--- config.mk ---
export PLATFORM = sky130hd
export DESIGN_NAME = fair_share_priority_scheduler
export DESIGN_NICKNAME = d
export VERILOG_FILES = /design/src/rtl/fsps_pkg.sv /design/src/rtl/fsps_ram.sv /design/src/rtl/fsps_alu.sv /design/src/rtl/fair_share_priority_scheduler.sv
export SDC_FILE = /design/constraint.sdc
export NUM_CORES = 2
export LEC_CHECK = 0
export BUFFER_PORTS_ARGS = -buffer_cell sky130_fd_sc_hd__buf_2
export CAP_MARGIN = 40
export CORE_ASPECT_RATIO = 1.4
export CORE_MARGIN = 5
export CORE_UTILIZATION = 55
export CTS_CLUSTER_DIAMETER = 50
export DETAILED_ROUTE_END_ITERATION = 6
export PLACE_DENSITY_LB_ADDON = 0.05
export SLEW_MARGIN = 20
export SYNTH_ARGS = -nofsm -noshare
export SYNTH_HDL_FRONTEND = slang
export SYNTH_SLANG_ARGS = --single-unit
--- constraint.sdc ---
create_clock -name i_clk -period 13.1 [get_ports i_clk]
set_clock_uncertainty 0.2 [all_clocks]
set_input_delay 1.965 -clock i_clk [delete_from_list [all_inputs] [get_ports i_clk]]
set_output_delay 1.965 -clock i_clk [all_outputs]
set_load 0.01 [all_outputs]
--- src/rtl/fsps_pkg.sv ---
// Package for the fair-share priority scheduler: widths, codes and helpers.
// No dependencies.
`timescale 1ns / 1ps
package fsps_pkg;
    localparam int MAX_PROCS = 16;
    localparam int IDX_W = $clog2(MAX_PROCS);
    localparam int CNT_W = $clog2(MAX_PROCS + 1);
    localparam int PRIO_W = 19;
    localparam int STAMP_W = 32;
    localparam logic [15:0] CHARGE = 16'd20;
    localparam logic [PRIO_W-1:0] BASE_PRIO = 19'd60;

    typedef enum logic [2:0] {
        K_INSERT = 3'd0, K_CHARGE = 3'd1, K_QEND = 3'd2, K_DISPATCH = 3'd3, K_MOVE = 3'd4
    } t_kind;

    localparam logic [1:0] L_FREE = 2'd0;
    localparam logic [1:0] L_READY = 2'd1;
    localparam logic [1:0] L_RUN = 2'd2;
    localparam logic [1:0] L_SUSP = 2'd3;

    localparam logic [1:0] ST_OK = 2'd0;
    localparam logic [1:0] ST_NONE = 2'd1;
    localparam logic [1:0] ST_FULL = 2'd2;
    localparam logic [1:0] ST_NOTFOUND = 2'd3;

    typedef struct packed {
        logic [7:0] id;
        logic [3:0] grp;
        logic [15:0] cpu;
        logic [15:0] gcpu;
        logic [PRIO_W-1:0] prio;
        logic [STAMP_W-1:0] stamp;
    } t_entry;

    typedef struct packed {
        logic [1:0] status;
        logic [7:0] chosen_id;
        logic [PRIO_W-1:0] chosen_prio;
        logic [3:0] groups;
    } t_result;
endpackage

--- src/rtl/fsps_ram.sv ---
// Generic simple dual-port RAM (one write port, one read port) with registered read.
// No dependencies.
`timescale 1ns / 1ps
module fsps_ram #(
    parameter int WIDTH = 8,
    parameter int DEPTH = 16
) (
    input  logic                     i_clk,
    input  logic                     i_we,
    input  logic [$clog2(DEPTH)-1:0] i_waddr,
    input  logic [WIDTH-1:0]         i_wdata,
    input  logic [$clog2(DEPTH)-1:0] i_raddr,
    output logic [WIDTH-1:0]         o_rdata
);
    logic [WIDTH-1:0] r_mem [DEPTH];

    always_ff @(posedge i_clk) begin
        if (i_we) begin
            r_mem[i_waddr] <= i_wdata;
        end
        o_rdata <= r_mem[i_raddr];
    end
endmodule

--- src/rtl/fsps_alu.sv ---
// Shared per-entry update unit: charge, halve and priority recompute.
// Depends on fsps_pkg.
`timescale 1ns / 1ps
module fsps_alu (
    input  fsps_pkg::t_entry      i_entry,
    input  logic [1:0]            i_list,
    input  logic [2:0]            i_kind,
    input  logic [3:0]            i_grp,
    input  logic [3:0]            i_groups,
    output fsps_pkg::t_entry      o_entry
);
    import fsps_pkg::*;
    logic [16:0] w_sum;
    logic [15:0] w_cpu;
    logic [15:0] w_gcpu;
    logic [19:0] w_mul;
    logic [PRIO_W:0] w_prio;

    // quantum end cost is one 16x4 multiply and two adds per entry
    always_comb begin
        o_entry = i_entry;
        w_sum = {1'b0, i_entry.gcpu} + {1'b0, CHARGE};
        w_cpu = i_entry.cpu >> 1;
        w_gcpu = i_entry.gcpu >> 1;
        w_mul = w_gcpu * i_groups;
        w_prio = {1'b0, BASE_PRIO} + {5'd0, w_cpu[15:1]} + {2'b0, w_mul[19:2]};
        case (i_kind)
            K_CHARGE: begin
                if (i_list == L_READY && i_entry.grp == i_grp) begin
                    o_entry.gcpu = w_sum[16] ? 16'hFFFF : w_sum[15:0];
                end
            end
            K_QEND: begin
                if (i_list == L_READY || i_list == L_SUSP) begin
                    o_entry.cpu = w_cpu;
                    o_entry.gcpu = w_gcpu;
                end
                if (i_list == L_READY) begin
                    o_entry.prio = w_prio[PRIO_W-1:0];
                end
            end
            default: ;
        endcase
    end
endmodule

--- src/rtl/fair_share_priority_scheduler.sv ---
// Top level of the fair-share priority scheduler: sequencer, list tags, entry RAM.
// Depends on fsps_pkg, fsps_ram, fsps_alu.
`timescale 1ns / 1ps
// channel   | dir | handshake                  | payload
// s_axis    | in  | s_axis_tvalid/tready       | tdata {target,gcpu,cpu,grp,id}, tuser kind
// m_axis    | out | m_axis_tvalid/tready       | tdata {groups,prio,id,status}
// cfg       | in  | i_cfg_valid/o_cfg_ready    | max_group
// An event scans the table one entry per cycle through one RAM read port, but an insert
// takes its free slot from the tag bits without a scan. Quantum end first runs a group
// pass over groups 1..max_group; every event ends with a write-back step and the
// output register.
// Reset is synchronous; the table is valid at once.
// The result waits in an output register; the next event is taken only after it drains.
module fair_share_priority_scheduler (
    input  logic        i_clk,
    input  logic        i_rst_n,
    input  logic        s_axis_tvalid,
    output logic        s_axis_tready,
    input  logic [47:0] s_axis_tdata,  // id[7:0] grp[11:8] cpu[27:12] gcpu[43:28] target[45:44]
    input  logic [2:0]  s_axis_tuser,  // kind
    output logic        m_axis_tvalid,
    input  logic        m_axis_tready,
    output logic [39:0] m_axis_tdata,  // status[1:0] id[9:2] prio[28:10] groups[32:29]
    input  logic        i_cfg_valid,
    output logic        o_cfg_ready,
    input  logic [3:0]  i_cfg_data
);
    import fsps_pkg::*;

    typedef enum logic [2:0] {S_IDLE, S_GROUPS, S_SCAN, S_WRITE, S_OUT} t_state;

    t_state r_state;
    logic [1:0] r_list [MAX_PROCS];
    logic [2:0] r_kind;
    logic [7:0] r_pid;
    logic [3:0] r_gid;
    logic [15:0] r_cpu0, r_gcpu0;
    logic [1:0] r_target;
    logic [3:0] r_max_group, r_groups, r_gscan, r_ngroups;
    logic [STAMP_W-1:0] r_stamp_ctr;
    logic [CNT_W-1:0] r_cnt;
    logic r_pipe_v;
    logic [IDX_W-1:0] r_pipe_idx;
    logic r_found;
    logic [IDX_W-1:0] r_best;
    t_entry r_best_e;
    t_result r_res;

    logic w_we;
    logic [IDX_W-1:0] w_waddr, w_raddr;
    t_entry w_wdata, w_rdata, w_alu;
    logic [1:0] w_plist;
    logic w_better;
    logic w_free_found;
    logic [IDX_W-1:0] w_free_idx;
    logic [1:0] w_status;

    fsps_ram #(.WIDTH($bits(t_entry)), .DEPTH(MAX_PROCS)) u_ram (
        .i_clk(i_clk), .i_we(w_we), .i_waddr(w_waddr), .i_wdata(w_wdata),
        .i_raddr(w_raddr), .o_rdata(w_rdata)
    );

    fsps_alu u_alu (
        .i_entry(w_rdata), .i_list(w_plist), .i_kind(r_kind),
        .i_grp(r_gid), .i_groups(r_groups), .o_entry(w_alu)
    );

    assign s_axis_tready = (r_state == S_IDLE);
    assign o_cfg_ready = 1'b1;
    assign m_axis_tvalid = (r_state == S_OUT);
    assign m_axis_tdata = {7'd0, r_res.groups, r_res.chosen_prio, r_res.chosen_id, r_res.status};
    assign w_raddr = r_cnt[IDX_W-1:0];
    assign w_plist = r_list[r_pipe_idx];

    // group presence uses group bits held in a side copy
    logic [3:0] r_grp [MAX_PROCS];
    logic w_hit;
    always_comb begin
        w_hit = 1'b0;
        for (int i = 0; i < MAX_PROCS; i++) begin
            if (r_list[i] != L_FREE && r_grp[i] == r_gscan) begin
                w_hit = 1'b1;
            end
        end
    end

    // lowest free slot from the tag bits
    always_comb begin
        w_free_found = 1'b0;
        w_free_idx = '0;
        for (int i = MAX_PROCS - 1; i >= 0; i--) begin
            if (r_list[i] == L_FREE) begin
                w_free_found = 1'b1;
                w_free_idx = IDX_W'(i);
            end
        end
    end

    always_comb begin
        w_status = ST_OK;
        case (r_kind)
            K_INSERT: if (!r_found) w_status = ST_FULL;
            K_DISPATCH: if (!r_found) w_status = ST_NONE;
            K_MOVE: if (!r_found) w_status = ST_NOTFOUND;
            default: w_status = ST_OK;
        endcase
    end

    always_comb begin
        w_better = 1'b0;
        case (r_kind)
            K_DISPATCH: w_better = (w_plist == L_READY) && (!r_found
                || w_rdata.prio < r_best_e.prio
                || (w_rdata.prio == r_best_e.prio && w_rdata.stamp < r_best_e.stamp));
            K_MOVE: w_better = (w_plist != L_FREE) && (w_rdata.id == r_pid)
                && (!r_found || w_rdata.stamp < r_best_e.stamp);
            default: w_better = 1'b0;
        endcase
    end

    always_comb begin
        w_we = 1'b0;
        w_waddr = r_pipe_idx;
        w_wdata = w_alu;
        if (r_state == S_SCAN && r_pipe_v && (r_kind == K_CHARGE || r_kind == K_QEND)) begin
            w_we = 1'b1;
        end else if (r_state == S_WRITE && r_found) begin
            w_we = 1'b1;
            w_waddr = r_best;
            w_wdata = r_best_e;
            w_wdata.stamp = r_stamp_ctr;
            if (r_kind == K_INSERT) begin
                w_wdata.id = r_pid;
                w_wdata.grp = r_gid;
                w_wdata.cpu = r_cpu0;
                w_wdata.gcpu = r_gcpu0;
                w_wdata.prio = '0;
            end
        end
    end

    always_ff @(posedge i_clk) begin
        if (!i_rst_n) begin
            r_state <= S_IDLE;
            r_max_group <= 4'd15;
            r_groups <= '0;
            r_stamp_ctr <= '0;
            r_pipe_v <= 1'b0;
            r_found <= 1'b0;
            for (int i = 0; i < MAX_PROCS; i++) r_list[i] <= L_FREE;
        end else begin
            if (i_cfg_valid) r_max_group <= i_cfg_data;
            case (r_state)
                S_IDLE: begin
                    if (s_axis_tvalid) begin
                        r_kind <= s_axis_tuser;
                        r_pid <= s_axis_tdata[7:0];
                        r_gid <= s_axis_tdata[11:8];
                        r_cpu0 <= s_axis_tdata[27:12];
                        r_gcpu0 <= s_axis_tdata[43:28];
                        r_target <= s_axis_tdata[45:44];
                        r_found <= 1'b0;
                        r_pipe_v <= 1'b0;
                        r_cnt <= '0;
                        r_gscan <= 4'd1;
                        r_ngroups <= '0;
                        case (t_kind'(s_axis_tuser))
                            K_INSERT, K_CHARGE, K_DISPATCH, K_MOVE: r_state <= S_SCAN;
                            K_QEND: r_state <= S_GROUPS;
                            default: r_state <= S_WRITE;
                        endcase
                    end
                end
                S_GROUPS: begin
                    if (r_gscan <= r_max_group && r_gscan != 4'd0) begin
                        if (w_hit) r_ngroups <= r_ngroups + 4'd1;
                        r_gscan <= r_gscan + 4'd1;
                    end else begin
                        r_groups <= r_ngroups;
                        r_state <= S_SCAN;
                    end
                end
                S_SCAN: begin
                    if (r_kind == K_INSERT) begin
                        r_best <= w_free_idx;
                        r_found <= w_free_found;
                        r_state <= S_WRITE;
                    end else begin
                        r_pipe_v <= (r_cnt < CNT_W'(MAX_PROCS));
                        r_pipe_idx <= r_cnt[IDX_W-1:0];
                        if (r_cnt < CNT_W'(MAX_PROCS)) r_cnt <= r_cnt + 1'b1;
                        if (r_pipe_v && w_better) begin
                            r_found <= 1'b1;
                            r_best <= r_pipe_idx;
                            r_best_e <= w_rdata;
                        end
                        if (r_pipe_v && r_pipe_idx == IDX_W'(MAX_PROCS - 1)) r_state <= S_WRITE;
                    end
                end
                S_WRITE: begin
                    r_res.groups <= r_groups;
                    r_res.status <= w_status;
                    r_res.chosen_id <= (r_kind == K_DISPATCH && r_found) ? r_best_e.id : '0;
                    r_res.chosen_prio <= (r_kind == K_DISPATCH && r_found) ? r_best_e.prio : '0;
                    case (t_kind'(r_kind))
                        K_INSERT: begin
                            if (r_found) begin
                                r_list[r_best] <= L_READY;
                                r_grp[r_best] <= r_gid;
                                r_stamp_ctr <= r_stamp_ctr + 1'b1;
                            end
                        end
                        K_DISPATCH: begin
                            if (r_found) begin
                                r_list[r_best] <= L_RUN;
                                r_stamp_ctr <= r_stamp_ctr + 1'b1;
                            end
                        end
                        K_MOVE: begin
                            if (r_found) begin
                                r_list[r_best] <= r_target;
                                if (r_target != L_FREE) r_stamp_ctr <= r_stamp_ctr + 1'b1;
                            end
                        end
                        default: ;
                    endcase
                    r_state <= S_OUT;
                end
                S_OUT: begin
                    if (m_axis_tready) r_state <= S_IDLE;
                end
                default: r_state <= S_IDLE;
            endcase
        end
    end

    // stamp counter advances only in the write-back state of a transaction that restamps an entry
    assert property (@(posedge i_clk) disable iff (!i_rst_n)
        (r_state != S_WRITE) |=> $stable(r_stamp_ctr))
        else $error("stamp counter moved outside write-back");
    assert property (@(posedge i_clk) disable iff (!i_rst_n)
        m_axis_tvalid |-> !s_axis_tready)
        else $error("input taken while result pending");
    assert property (@(posedge i_clk) disable iff (!i_rst_n)
        (r_state == S_OUT && !m_axis_tready) |=> (r_state == S_OUT && $stable(r_res)))
        else $error("result changed while stalled");
endmodule

==> results.ini <==
[final_layout]
fin_nets = 5178
nFillCells = 10200
multi_input_area_um2 = 20700
drive_gt1_frac = 0.170
seqCellArea_um2 = 55700
area_growth_pct = 12.8
design_area_um2 = 87500

[detailed_routing]
wire_per_inst_um = 27.5
ant_nets = 0
viasPerCell = 6.14
vias = 42800
routed_wl_mm = 192
dr.pass1.iters = 5
drt_iter0_drc = 3816
drc = 0

[run_status]
status = complete, no violations

[logic_synthesis]
netlist_top_cells_count = 1760 x edfxtp_1, 384 x nand2_1, 291 x mux2i_1
yosysMostFrequentCell = edfxtp_1
synth_area_leaders = edfxtp_1 68%, mux4_2 5.4%, mux2i_1 3.8%, dfxtp_1 3.6%, nand2_1 1.9%
synth_cells = 4798
synth_xor_area_frac = 0.0159
postSynth.asyncResetShare = 0
synth-main-ff-cell = edfxtp_1
ys.warnings.count = 0
synth_edf_count = 1760
yosys-mux-area-fraction = 0.108
synth_top_family_by_area = multiplexers
ys_seq_elements = 1901
yosys.area.top_type = edfxtp_1
synthAdderAreaFrac = 0.0228
syn_area_per_cell_um2 = 16.2
seq_area_frac_synth = 0.718
syn-cell-area_um2 = 77600
synth_compound_area_frac = 0.0635
synth_simple_gate_area_frac = 0.0528
yosysUniqueCellTypes = 70
synth_top_cell_area_share = 0.681

[critical_path]
cp_cell_sequence = nand2_1 -> fa_1 -> fa_1 -> inv_1 -> fa_1 -> a211oi_1 -> nor2_1 -> o22ai_1 -> inv_1 -> a21oi_1 -> xnor2_1 -> ha_1 -> and3_1 -> a221oi_1 -> a21oi_1 -> a21oi_1 -> nor2b_1 -> o311ai_0 -> o311ai_2 -> buf_4
r2r-end = u_ram.r_mem[11][46]$_DFFE_PP_
cpPeakStageDelay_ns = 0.68
slowest_stage = dfxtp_1
rrSetupSlack_ns = 7.13
crit_type = reg -> reg
crit_start = r_groups[1]$_SDFFE_PN0P_
cp-end-kind = flip-flop
startpoint_type = flip-flop
critPathArrivalTime_ns = 6.30
critPathRequiredTime_ns = 13.43
path_max_fanout = 16
endpoint = u_ram.r_mem[11][46]$_DFFE_PP_
rr_worst_depth = 20
rr_startpoint = r_groups[1]$_SDFFE_PN0P_

[power_and_ir_drop]
power.density_nw_per_um2 = 168
p_sw_frac = 0.252
peakVddDrop_mv = 0.118
p_int_mw = 11.0
power_leakage_nw = 30.2
pwr-share-clk = 0.362
p_seq_frac = 0.503
netSwitchingPower_mw = 3.72
pwr-share-comb = 0.136

[floorplan]
fp-row-count = 163
die_y_um = 454
start_util = 0.552
design.core.area_um2 = 141000
io_pins = 103
die-area_um2 = 149000
chipWidth_um = 327

[global_routing]
gr-total-overflow = 0
grt_usage = 0.257
grt_pass1_wl_mm = 283
grt_max_degree = 125
first_global_vias = 43300
antenna_found_initial = 3

[placed_design]
place_area_um2 = 81300
gp_congestion = 0.850
dpl.hpwl_mm = 110
numPortBuffers = 89
post-place-ws_ns = 7.03

[flow_run]
drv_cap = 0

[sta]
timing.final.ws_setup_ns = 7.13
final.setup.tns_ns = 0
rsz0062_at_grt = no
timing.final.hold_violations = 0
timing.fmax_mhz = 167
finalCriticalPeriod_ns = 5.97
finalSetupViolCount = 0
drv_slew = 0
slew_headroom = 0.300
tightest_slew_ns = 1.05
min_period_over_period = 0.456

[clocking]
cts_tree = built
clock_path_buffers = 3
cts_resized = 0
numCtsBuffers = 180
htreeDepth = 4
path_clk_slew_ns = 0.06
cts.sinks = 1901
cts_setup_buffers = 0
ctsHoldBuffers = 0
cts_root_buf = clkbuf_16
clk_latency_ns = 0.81

[worst_hold_path]
min_path_type = reg -> reg

==> metrics by stage <==
step | util | total power, mW | std cells | hold WS (ns)
2_1_floorplan | - | 8.76 | 4804 | 0.206
3_3_place_gp | 0.571 | 9.41 | 6547 | 0.251
3_5_place_dp | 0.578 | 9.52 | 6618 | 0.255
4_1_cts | 0.622 | 14.8 | 6957 | 0.264
5_1_grt | 0.623 | 15.3 | 6965 | 0.274
6_report | 0.623 | 14.7 | 6967 | 0.263
==> layout make-up <==
type,instances,share of cell area
flip-flops and latches,1901,0.636
clock inverters,101,0.0122
repair buffers,265,0.0266
clock buffers,238,0.0575
diodes,2,0.0000572
well taps,1815,0.0260
inverters,121,0.00519
multi-input cells,2524,0.236
==> worst min-delay path by stage <==
stage,startpoint,cells past startpoint,to,slack [ns]
6_report,u_ram.o_rdata[24]$_DFF_P_,0,r_best_e[24]$_DFFE_PP_,0.26
3_3_place_gp,u_ram.o_rdata[24]$_DFF_P_,0,r_best_e[24]$_DFFE_PP_,0.25
2_1_floorplan,u_ram.o_rdata[55]$_DFF_P_,0,r_best_e[55]$_DFFE_PP_,0.21
5_1_grt,u_ram.o_rdata[24]$_DFF_P_,0,r_best_e[24]$_DFFE_PP_,0.27
3_5_place_dp,u_ram.o_rdata[1]$_DFF_P_,0,r_best_e[1]$_DFFE_PP_,0.25
4_1_cts,u_ram.o_rdata[9]$_DFF_P_,0,r_best_e[9]$_DFFE_PP_,0.26
==> critical path, delay by kind of cell (launching register included) <==
kind	cells	cell delay, ns
fa+ha+maj	4	1.76
flops	1	0.68
compound gates	8	2.03
simple gates	4	0.51
buf+inv	3	0.38
xor+xnor	1	0.15
==> cell usage in the layout (no fill, tap or decap), types with 95 or more instances in the layout <==
| cell type | instances |
|---|---|
| o21ai_0 | 260 |
| clkbuf_16 | 187 |
| buf_2 | 101 |
| mux4_2 | 187 |
| buf_4 | 123 |
| edfxtp_1 | 1760 |
| nor2_1 | 135 |
| mux2_2 | 96 |
| a221oi_1 | 95 |
| inv_1 | 121 |
| nand2_1 | 382 |
| mux2i_1 | 291 |
| dfxtp_1 | 140 |
| a21oi_1 | 171 |
| ha_1 | 98 |
==> cell families (layout without fill, tap and decap cells) <==
logic type,after synthesis,in the layout
DFF,1901,1901
and+or+nand+nor,882,882
AOI/OAI and AO/OA,787,787
muxes,581,581
buffers and inverters,379,725
xor gates and xnor gates,141,141
adders and majority gates,125,125
other,2,10
==> flip-flops by register name, indices dropped and copies added, names as in the netlist, 3 cells and up, named ones only <==
register       count
r_best_e          92
r_pid              8
r_stamp_ctr       32
u_ram.r_mem     1472
r_gid              4
r_best             4
r_pipe_idx         4
r_grp             64
r_state            3
r_cnt              5
r_list            32
r_gcpu0           15
r_ngroups          4
r_gscan            4
r_kind             3
u_ram.o_rdata     92
r_max_group        4
r_cpu0            14
m_axis_tdata      33
r_groups           4
==> routing by layer <==
metal	GRT usage	wire, um
met5	0	0
met4	0.0773	5510
met3	0.0321	10300
met2	0.449	98800
met1	0.341	77000
==> power groups by stage <==
stage | clock, mW | sequential (mW) | combinational [mW]
6_report | 5.33 | 7.40 | 2.00
5_1_grt | 5.68 | 7.42 | 2.19
4_1_cts | 5.42 | 7.40 | 2.00
3_5_place_dp | 0 | 7.53 | 1.99
3_3_place_gp | 0 | 7.54 | 1.87
2_1_floorplan | 0 | 7.42 | 1.33
No activity file was read; power rests on OpenSTA's default activity.
